<file path="config.mk">
export PLATFORM = sky130hd
export DESIGN_NAME = link_outage_detector
export DESIGN_NICKNAME = d
export VERILOG_FILES = /design/src/rtl/lod_pkg.sv /design/src/rtl/link_outage_detector.sv /design/src/rtl/lod_tracker.sv /design/src/rtl/lod_duration.sv
export SDC_FILE = /design/constraint.sdc
export NUM_CORES = 2
export LEC_CHECK = 0
export BUFFER_PORTS_ARGS = -buffer_cell sky130_fd_sc_hd__buf_2
export CAP_MARGIN = 40
export CORE_MARGIN = 3
export CORE_UTILIZATION = 25
export DETAILED_ROUTE_END_ITERATION = 12
export HOLD_SLACK_MARGIN = 0.12
export SLEW_MARGIN = 10
export SYNTH_ARGS = -nofsm -noshare
export SYNTH_HDL_FRONTEND = slang
export SYNTH_HIERARCHICAL = 1
export SYNTH_SLANG_ARGS = --single-unit
</file>
<file path="constraint.sdc">
create_clock -name aclk -period 26.8 [get_ports aclk]
set_input_delay 5.36 -clock aclk [delete_from_list [all_inputs] [get_ports aclk]]
set_output_delay 5.36 -clock aclk [all_outputs]
set_load 0.05 [all_outputs]
</file>
<file path="src/rtl/lod_pkg.sv">
// Shared types, widths and constants of the link outage detector.
// Holds the divide-by-1000 digit helpers used by the duration pipeline.
// No dependencies.
package lod_pkg;

    localparam int TS_W              = 48;
    localparam int DUR_W             = 40;
    localparam int THR_W             = 4;
    localparam int MAX_THRESHOLD_DEF = 8;
    localparam logic [THR_W-1:0] THRESH_RESET = THR_W'(3);

    localparam int MS_PER_S = 1000;

    // Magnitude plus rounding offset, split into 16-bit chunks for long division.
    localparam int X_W     = TS_W + 1;
    localparam int CHUNK_W = 16;
    localparam int TOP_W   = X_W - 2 * CHUNK_W;
    localparam int Q1_W    = 8;
    localparam int DIG_W   = 16;
    localparam int REM_W   = 10;
    localparam int V_W     = REM_W + CHUNK_W;
    localparam int DIGQ_W  = 17;

    // ceil(2^36 / 1000): exact quotient for every dividend below 2^26
    localparam int MAGIC_SH = 36;
    localparam int MAGIC_W  = 27;
    localparam logic [MAGIC_W-1:0] DIV_MAGIC = MAGIC_W'(68719477);

    typedef struct packed {
        logic [TS_W-1:0] start_ms;
        logic [TS_W-1:0] end_ms;
        logic            ongoing;
    } lod_event_t;

    function automatic logic [DIGQ_W-1:0] div_digit(input logic [V_W-1:0] v);
        logic [V_W+MAGIC_W-1:0] prod;
        prod = (V_W + MAGIC_W)'(v) * (V_W + MAGIC_W)'(DIV_MAGIC);
        return prod[MAGIC_SH +: DIGQ_W];
    endfunction

    // v - q * 1000, done with shifts
    function automatic logic [REM_W-1:0] rem_digit(input logic [V_W-1:0] v,
                                                   input logic [DIG_W-1:0] q);
        logic [V_W-1:0] qw;
        logic [V_W-1:0] diff;
        qw   = V_W'(q);
        diff = v - ((qw << 10) - (qw << 4) - (qw << 3));
        return diff[REM_W-1:0];
    endfunction

endpackage

</file>
<file path="src/rtl/link_outage_detector.sv">
// Link outage detector: one transaction per cycle while m_ready does not hold the pipeline;
// a result passes from the input register through the tracker's event register and the
// four-step divide-by-1000 pipeline into the output register.
// Reset (aresetn low at a clock edge) empties the pipeline, clears the window,
// miss run and open outage, and sets miss_threshold to 3.
module link_outage_detector
    import lod_pkg::*;
#(
    parameter int MAX_THRESHOLD = MAX_THRESHOLD_DEF
) (
    input  logic                    aclk,
    input  logic                    aresetn,
    input  logic                    cfg_wr_en,
    input  logic [THR_W-1:0]        cfg_wr_data,
    input  logic                    s_valid,
    output logic                    s_ready,
    input  logic                    s_action,
    input  logic [TS_W-1:0]         s_timestamp_ms,
    input  logic                    s_record_complete,
    input  logic                    s_missed,
    output logic                    m_valid,
    input  logic                    m_ready,
    output logic [TS_W-1:0]         m_outage_start_ms,
    output logic [TS_W-1:0]         m_outage_end_ms,
    output logic signed [DUR_W-1:0] m_duration_s,
    output logic                    m_ongoing
);

    logic [THR_W-1:0] thr_reg;
    logic             ev_valid;
    logic             ev_ready;
    lod_event_t       ev;

    always_ff @(posedge aclk) begin
        if (!aresetn) begin
            thr_reg <= THRESH_RESET;
        end else if (cfg_wr_en) begin
            thr_reg <= cfg_wr_data;
        end
    end

    lod_tracker #(
        .MAX_THRESHOLD(MAX_THRESHOLD)
    ) u_tracker (
        .aclk             (aclk),
        .aresetn          (aresetn),
        .miss_threshold   (thr_reg),
        .s_valid          (s_valid),
        .s_ready          (s_ready),
        .s_action         (s_action),
        .s_timestamp_ms   (s_timestamp_ms),
        .s_record_complete(s_record_complete),
        .s_missed         (s_missed),
        .ev_valid         (ev_valid),
        .ev_ready         (ev_ready),
        .ev               (ev)
    );

    lod_duration u_duration (
        .aclk             (aclk),
        .aresetn          (aresetn),
        .in_valid         (ev_valid),
        .in_ready         (ev_ready),
        .ev               (ev),
        .m_valid          (m_valid),
        .m_ready          (m_ready),
        .m_outage_start_ms(m_outage_start_ms),
        .m_outage_end_ms  (m_outage_end_ms),
        .m_duration_s     (m_duration_s),
        .m_ongoing        (m_ongoing)
    );

    // An outage event only exists for an open outage
    a_event_has_start: assert property (@(posedge aclk) disable iff (!aresetn)
        ev_valid |-> ev.start_ms != '0)
        else $error("outage event without a start time");

    // Forward outages never report a negative duration
    a_sign_matches: assert property (@(posedge aclk) disable iff (!aresetn)
        m_valid && (m_outage_end_ms >= m_outage_start_ms) |-> !m_duration_s[DUR_W-1])
        else $error("negative duration for end at or after start");

    a_reset_empties: assert property (@(posedge aclk)
        !aresetn |=> !m_valid && !ev_valid)
        else $error("result pending right after reset");

endmodule

</file>
<file path="src/rtl/lod_tracker.sv">
// Input register, miss window, miss run and open-outage tracking.
// Emits one outage event per outage, when it closes or the stream ends. Depends on lod_pkg.
module lod_tracker
    import lod_pkg::*;
#(
    parameter int MAX_THRESHOLD = MAX_THRESHOLD_DEF
) (
    input  logic             aclk,
    input  logic             aresetn,
    input  logic [THR_W-1:0] miss_threshold,
    input  logic             s_valid,
    output logic             s_ready,
    input  logic             s_action,
    input  logic [TS_W-1:0]  s_timestamp_ms,
    input  logic             s_record_complete,
    input  logic             s_missed,
    output logic             ev_valid,
    input  logic             ev_ready,
    output lod_event_t       ev
);

    localparam int CNT_W = $clog2(MAX_THRESHOLD + 1);
    localparam int IDX_W = (MAX_THRESHOLD > 1) ? $clog2(MAX_THRESHOLD) : 1;
    localparam int CMP_W = (CNT_W > THR_W) ? CNT_W : THR_W;
    localparam logic [CMP_W-1:0] MAX_CMP = CMP_W'(MAX_THRESHOLD);

    logic             in_valid_reg;
    logic             act_reg;
    logic [TS_W-1:0]  ts_reg;
    logic             cmpl_reg;
    logic             miss_reg;

    logic [TS_W-1:0]  win_reg [MAX_THRESHOLD];
    logic [CNT_W-1:0] fill_reg, fill_next;
    logic [CNT_W-1:0] run_reg, run_next;
    logic [TS_W-1:0]  open_reg, open_next;

    logic             ev_valid_reg;
    lod_event_t       ev_reg;

    logic             ev_load;
    logic             proc;
    logic             push;
    logic             emit;
    logic             ongoing;
    logic [CMP_W-1:0] thr_cmp;
    logic [CNT_W-1:0] thr;
    logic [CNT_W:0]   fill_inc;
    logic [CNT_W-1:0] new_fill;
    logic [CNT_W-1:0] fill_m2;
    logic [IDX_W-1:0] old_idx;
    logic [TS_W-1:0]  oldest;
    logic [CNT_W-1:0] run_inc;

    assign ev_load = !ev_valid_reg || ev_ready;
    assign proc    = in_valid_reg && ev_load;
    assign s_ready = !in_valid_reg || ev_load;

    // Clamp the threshold into 1..MAX_THRESHOLD
    always_comb begin
        thr_cmp = CMP_W'(miss_threshold);
        priority if (thr_cmp == '0) begin
            thr_cmp = CMP_W'(1);
        end else if (thr_cmp > MAX_CMP) begin
            thr_cmp = MAX_CMP;
        end
        thr = thr_cmp[CNT_W-1:0];
    end

    // Window keeps the newest entries first; the oldest valid one sits at fill - 1.
    assign fill_inc = {1'b0, fill_reg} + (CNT_W + 1)'(1);
    assign new_fill = (fill_inc > {1'b0, thr}) ? thr : fill_inc[CNT_W-1:0];
    assign fill_m2  = new_fill - CNT_W'(2);
    assign old_idx  = fill_m2[IDX_W-1:0];
    assign oldest   = (new_fill == CNT_W'(1)) ? ts_reg : win_reg[old_idx];
    assign run_inc  = (run_reg < thr) ? run_reg + CNT_W'(1) : run_reg;

    always_comb begin
        fill_next = fill_reg;
        run_next  = run_reg;
        open_next = open_reg;
        push      = 1'b0;
        emit      = 1'b0;
        ongoing   = 1'b0;
        if (proc) begin
            if (act_reg) begin
                emit      = (open_reg != '0);
                ongoing   = 1'b1;
                fill_next = '0;
                run_next  = '0;
                open_next = '0;
            end else begin
                push      = 1'b1;
                fill_next = new_fill;
                if (cmpl_reg) begin
                    if (miss_reg) begin
                        run_next = run_inc;
                        if (run_inc >= thr && open_reg == '0) begin
                            open_next = oldest;
                        end
                    end else begin
                        emit      = (open_reg != '0);
                        open_next = '0;
                        run_next  = '0;
                        fill_next = '0;
                    end
                end
            end
        end
    end

    always_ff @(posedge aclk) begin
        if (!aresetn) begin
            in_valid_reg <= 1'b0;
            fill_reg     <= '0;
            run_reg      <= '0;
            open_reg     <= '0;
            ev_valid_reg <= 1'b0;
        end else begin
            if (s_ready) begin
                in_valid_reg <= s_valid;
            end
            fill_reg <= fill_next;
            run_reg  <= run_next;
            open_reg <= open_next;
            if (proc) begin
                ev_valid_reg <= emit;
            end else if (ev_ready) begin
                ev_valid_reg <= 1'b0;
            end
        end
    end

    always_ff @(posedge aclk) begin
        if (s_valid && s_ready) begin
            act_reg  <= s_action;
            ts_reg   <= s_timestamp_ms;
            cmpl_reg <= s_record_complete;
            miss_reg <= s_missed;
        end
        if (push) begin
            win_reg[0] <= ts_reg;
            for (int i = 1; i < MAX_THRESHOLD; i++) begin
                win_reg[i] <= win_reg[i-1];
            end
        end
        if (proc) begin
            ev_reg.start_ms <= open_reg;
            ev_reg.end_ms   <= ts_reg;
            ev_reg.ongoing  <= ongoing;
        end
    end

    assign ev_valid = ev_valid_reg;
    assign ev       = ev_reg;

endmodule

</file>
<file path="src/rtl/lod_duration.sv">
// Duration pipeline: |end - start| + 500, long division by 1000 in 16-bit
// chunks, sign restore, and the result register. Depends on lod_pkg.
module lod_duration
    import lod_pkg::*;
(
    input  logic                    aclk,
    input  logic                    aresetn,
    input  logic                    in_valid,
    output logic                    in_ready,
    input  lod_event_t              ev,
    output logic                    m_valid,
    input  logic                    m_ready,
    output logic [TS_W-1:0]         m_outage_start_ms,
    output logic [TS_W-1:0]         m_outage_end_ms,
    output logic signed [DUR_W-1:0] m_duration_s,
    output logic                    m_ongoing
);

    typedef struct packed {
        lod_event_t evt;
        logic       neg;
    } carry_t;

    localparam logic [X_W-1:0] HALF = X_W'(MS_PER_S / 2);

    logic a_valid_reg, b_valid_reg, c_valid_reg, d_valid_reg, m_valid_reg;
    logic load_a, load_b, load_c, load_d, load_out;

    carry_t a_car_reg, b_car_reg, c_car_reg, d_car_reg;
    logic [X_W-1:0] a_x_reg;

    logic [Q1_W-1:0]      b_q1_reg;
    logic [TOP_W-1:0]     b_v1_reg;
    logic [2*CHUNK_W-1:0] b_lo_reg;

    logic [Q1_W-1:0]    c_q1_reg;
    logic [DIG_W-1:0]   c_q2_reg;
    logic [V_W-1:0]     c_v2_reg;
    logic [CHUNK_W-1:0] c_lo_reg;

    logic [DUR_W-1:0] d_quot_reg;

    logic [TS_W-1:0]         m_start_reg, m_end_reg;
    logic                    m_ongoing_reg;
    logic signed [DUR_W-1:0] m_dur_reg;

    logic             ge;
    logic [X_W-1:0]   x_next;
    logic [DIGQ_W-1:0] q1_full, q2_full, q3_full;
    logic [REM_W-1:0] r1, r2;
    logic [V_W-1:0]   v2, v3;
    logic [DUR_W-1:0] dur_next;

    assign load_out = !m_valid_reg || m_ready;
    assign load_d   = !d_valid_reg || load_out;
    assign load_c   = !c_valid_reg || load_d;
    assign load_b   = !b_valid_reg || load_c;
    assign load_a   = !a_valid_reg || load_b;
    assign in_ready = load_a;

    assign ge     = ev.end_ms >= ev.start_ms;
    assign x_next = ge ? (X_W'(ev.end_ms) - X_W'(ev.start_ms) + HALF)
                       : (X_W'(ev.start_ms) - X_W'(ev.end_ms) + HALF);

    assign q1_full = div_digit(V_W'(a_x_reg[X_W-1:2*CHUNK_W]));

    assign r1      = rem_digit(V_W'(b_v1_reg), DIG_W'(b_q1_reg));
    assign v2      = {r1, b_lo_reg[2*CHUNK_W-1:CHUNK_W]};
    assign q2_full = div_digit(v2);

    assign r2      = rem_digit(c_v2_reg, c_q2_reg);
    assign v3      = {r2, c_lo_reg};
    assign q3_full = div_digit(v3);

    assign dur_next = d_car_reg.neg ? (DUR_W'(0) - d_quot_reg) : d_quot_reg;

    always_ff @(posedge aclk) begin
        if (!aresetn) begin
            a_valid_reg <= 1'b0;
            b_valid_reg <= 1'b0;
            c_valid_reg <= 1'b0;
            d_valid_reg <= 1'b0;
            m_valid_reg <= 1'b0;
        end else begin
            if (load_a) a_valid_reg <= in_valid;
            if (load_b) b_valid_reg <= a_valid_reg;
            if (load_c) c_valid_reg <= b_valid_reg;
            if (load_d) d_valid_reg <= c_valid_reg;
            if (load_out) m_valid_reg <= d_valid_reg;
        end
    end

    always_ff @(posedge aclk) begin
        if (load_a && in_valid) begin
            a_car_reg.evt <= ev;
            a_car_reg.neg <= !ge;
            a_x_reg       <= x_next;
        end
        if (load_b && a_valid_reg) begin
            b_car_reg <= a_car_reg;
            b_q1_reg  <= q1_full[Q1_W-1:0];
            b_v1_reg  <= a_x_reg[X_W-1:2*CHUNK_W];
            b_lo_reg  <= a_x_reg[2*CHUNK_W-1:0];
        end
        if (load_c && b_valid_reg) begin
            c_car_reg <= b_car_reg;
            c_q1_reg  <= b_q1_reg;
            c_q2_reg  <= q2_full[DIG_W-1:0];
            c_v2_reg  <= v2;
            c_lo_reg  <= b_lo_reg[CHUNK_W-1:0];
        end
        if (load_d && c_valid_reg) begin
            d_car_reg  <= c_car_reg;
            d_quot_reg <= {c_q1_reg, c_q2_reg, q3_full[DIG_W-1:0]};
        end
        if (load_out && d_valid_reg) begin
            m_start_reg   <= d_car_reg.evt.start_ms;
            m_end_reg     <= d_car_reg.evt.end_ms;
            m_ongoing_reg <= d_car_reg.evt.ongoing;
            m_dur_reg     <= dur_next;
        end
    end

    assign m_valid           = m_valid_reg;
    assign m_outage_start_ms = m_start_reg;
    assign m_outage_end_ms   = m_end_reg;
    assign m_duration_s      = m_dur_reg;
    assign m_ongoing         = m_ongoing_reg;

endmodule

</file>
==> metrics.md <==
| Metric | Value |
|---|---|
| Outcome | `finished, final reports clean` |
| Post-Synth Adder-Cell Area | `0.2940` |
| Post-synthesis compound-gate area fraction | `0.06869` |
| Drt pass-1 iters | `7` |
| Worst Clk Skew | `a little over 0.08 ns` |
| CTS Root Cell | `clkbuf_16` |
| Area grow syn2layout | `14.23%` |
| CP endpoint kind | `primary output` |
| Critical Path Start | `m_ready` |
| Max cap viols | `0` |
| Worst-Skew Late Latency | `approximately 0.85 ns` |
| CORE AREA | `approximately 0.31 sq mm` |
| Via density | `~4.4` |
| Final worst path period need | `12.51 ns` |
| Die footprint | `about 0.32 sq mm` |
| Cell with the largest stage delay on the worst path | `and3_1` |
| Number of I/O pins | `199` |
| Crit path required time | `approximately 21 ns` |
| Worst EP arrival | `approximately 7.2 ns` |
| Clock transition at path regs | `about 0.060 ns` |
| Die H | `567.4 um` |
| Congestion Overflow GR | `0` |
| Share of flip-flops with an asynchronous set or reset | `0` |
| VDD IR-drop max | `about 0.076 mV` |
| Gr usage total | `0.1236` |
| GP Congestion | `roughly 0.91` |
| Max FFs per register | `between 300 and 400` |
| Port Buffers | `roughly 200` |
| Crit Path Category | `input pin to primary output` |
| Fin crit share | `0.4669` |
| Xor-xnor portion of the synthesized cell area | `0.01912` |
| Die X | `~570 um` |
| Worst-path maximum fanout | `6` |
| Largest net degree at the start of global routing | `roughly 200` |
| Cell variety after synth | `between 80 and 90` |
| Initial antenna violation count | `16` |
| WP buf/inv | `2` |
| DPL Wire Length | `153400 um` |
| Post-synthesis sequential area ratio | `0.4935` |
| Layout cells sized above 1 | `0.07989` |
| Initial Util | `0.2520` |
| #FFs+latches synth | `~1300` |
| Syn Inst Count | `~6000` |
| Hold slack | `0.3601 ns` |
| Post-Syn Area | `between 0.07 and 0.08 sq mm` |
| Setup repair after global routing missed its margin | `false` |
| Postcts setup bufs | `0` |
| Avg Synthesized Cell Area | `~13 sq um` |
| CTS Hold Bufs | `0` |
| Reg2reg start | `u_duration/b_q1_reg[0]` |
| Sink Count | `around 1300` |
| # DRC | `0` |
| Top FF cell, synth | `edfxtp_1` |
| Vias | `45620` |
| Number of synthesized flops with an enable pin | `approximately 1300` |
| Relative slew slack | `0.1926` |
| Cell Rows | `205` |
| Slowest stage delay, CP | `about 0.5 ns` |
| Hold Path Class | `flop to flop` |
| Max-slew violations | `0` |
| CP startpoint kind | `input pin` |
| Top delay family on crit path | `simple AND/OR/NAND/NOR gates` |
| Clock Tree Buf Depth | `4` |
| P_leak | `between 0.03 and 0.04 uW` |
| Yosys warnings | `6` |
| Setup Total Neg Slack | `0 ns` |
| CTS tree | `done` |
| Simple logic cell fraction of the synthesized area | `0.05292` |
| CTS buffer count | `about 150` |
| Mapped Nets | `between 7000 and 8000` |
| Hold path start | `u_duration/a_car_reg[40]` |
| Final setup vio count | `0` |
| WL/cell | `19.10 um` |
| Peak Freq | `approximately 0.08 GHz` |
| Drt initial violations | `approximately 3000` |
| Vias in the first global route | `about 48000` |
| Worst-margin pin slew | `between 1 and 1.5 ns` |
| Routed wire length | `~200000 um` |
| Power Total | `between 7000 and 8000 uW` |
| Wire length of the first global-routing pass | `303400 um` |
| Final antenna-violating net count | `0` |
| Main combinational cell family by area after synthesis | `adder cells` |
| Final Hold Vio Count | `0` |
| Crit-path cells | `buf_2, nor2b_1, and3_1, nand3_1, nor2b_1, nand2_1, buf_2` |
| Mux cell area share after synthesis | `0.01190` |
| Final #Nets | `just under 8000` |
| H-tree depth | `4` |
| Pwr dens | `about 80 mW/mm^2` |
| Resized cells post-CTS | `0` |
[per-layer routing]
metal | vias up | part of all wire | track usage
met1 | 22880 | 0.44 | 0.1625
met5 | - | 0.000035 | 0
met3 | 255 | 0.063 | 0.02631
met4 | 2 | 0.031 | 0.03735
li1 | 21300 | - | -
met2 | 1186 | 0.47 | 0.2034
[synthesized netlist by cell type (all sizes together) (10+ instances only)]
| cell type | count | share of area |
|---|---|---|
| edfxtp | 1250 | 0.48 |
| inv | 1112 | 0.053 |
| ha | 915 | 0.15 |
| fa | 585 | 0.15 |
| nand2 | 382 | 0.018 |
| a21oi | 196 | 0.012 |
| o21ai | 128 | 0.0082 |
| xnor2 | 127 | 0.014 |
| nor2 | 121 | 0.0058 |
| a21o | 92 | 0.0088 |
| mux2i | 88 | 0.011 |
| nand3 | 80 | 0.0051 |
| dfxtp | 67 | 0.017 |
| clkbuf | 64 | 0.0031 |
| buf | 50 | 0.0038 |
| and3 | 47 | 0.0038 |
| xor2 | 45 | 0.0050 |
| a2111oi | 38 | 0.0042 |
| nand4 | 36 | 0.0029 |
| a221o | 35 | 0.0044 |
| o21bai | 34 | 0.0032 |
| nor3 | 31 | 0.0020 |
| a32o | 30 | 0.0038 |
| nand2b | 29 | 0.0023 |
| nor2b | 29 | 0.0023 |
| o31ai | 28 | 0.0030 |
| a22oi | 24 | 0.0023 |
| a31oi | 24 | 0.0019 |
| or3 | 23 | 0.0021 |
| a211oi | 22 | 0.0021 |
| nand4b | 20 | 0.0022 |
| o21a | 20 | 0.0019 |
| a32oi | 18 | 0.0020 |
| nor4 | 15 | 0.0012 |
| a21boi | 10 | 0.00095 |
| o41ai | 10 | 0.0011 |
[path summary, 6_finish.rpt]
path | cells after the start | to | slack [ns]
hold reg to reg | 0 | u_duration/b_car_reg[40] | 0.36
setup / recovery | 7 | s_ready | 14.29
hold / removal | 0 | u_duration/b_car_reg[40] | 0.36
setup reg to reg | 28 | u_duration/c_q2_reg[8] | 17.46
[stage by stage]
step,utilization,worst slack (ns),cells,area (sq um)
after global routing,0.2878,14.10,10490,89990
after global placement,0.2715,14.29,10220,84880
after floorplan,-,3.572,5956,78780
after detailed placement,0.2722,14.27,10230,85100
final,0.2878,14.29,10490,89990
after CTS,0.2877,14.26,10490,89960
[report_power, final]
group / internal (uW) / switching [uW] / total [uW]
Clock: 1230 / 828 / 2050
Sequential: 2310 / 37.4 / 2350
Combinational: 1150 / 1590 / 2740
[kinds of logic after synthesis]
kind of cell,count (synthesis)
flip-flops,1317
AO/OA/AOI/OAI,782
adder cells (fa/ha/maj),1500
multiplexers,93
AND/OR/NAND/NOR,864
buffers and inverters,1228
XOR/XNOR,172
[layout make-up]
class                      count  area [sq um]
fill                       31580        222700
sequential                  1317         38880
multi-input combinational   3411         35320
tap                         4140          5180
inverter                    1114          4184
clock buffer                 177          3906
timing repair buffer         247          1562
clock inverter                80         955.9
antenna                        1         2.502
[cells in the final DEF, fill, tap and decap left out, types with 23 or more instances in the layout]
master | synthesis | routed
edfxtp_1 | 1250 | 1250
inv_1 | 1112 | 1111
ha_1 | 915 | 915
fa_1 | 585 | 585
nand2_1 | 382 | 382
buf_2 | 30 | 198
a21oi_1 | 196 | 195
clkbuf_16 | 0 | 151
xnor2_1 | 127 | 127
o21ai_0 | 123 | 123
nor2_1 | 121 | 119
a21o_1 | 92 | 92
mux2i_1 | 88 | 87
nand3_1 | 80 | 80
dfxtp_1 | 67 | 67
and3_1 | 46 | 46
xor2_1 | 45 | 45
a2111oi_0 | 38 | 38
buf_4 | 11 | 37
nand4_1 | 36 | 36
a221o_1 | 35 | 35
o21bai_1 | 34 | 34
nor3_1 | 31 | 31
a32o_1 | 30 | 30
nand2b_1 | 29 | 29
nor2b_1 | 29 | 27
o31ai_1 | 26 | 24
a22oi_1 | 24 | 24
clkbuf_1 | 63 | 23
clkinv_1 | 2 | 23
a31oi_1 | 24 | 23
Note: power is estimated with default switching activity, not from simulation.
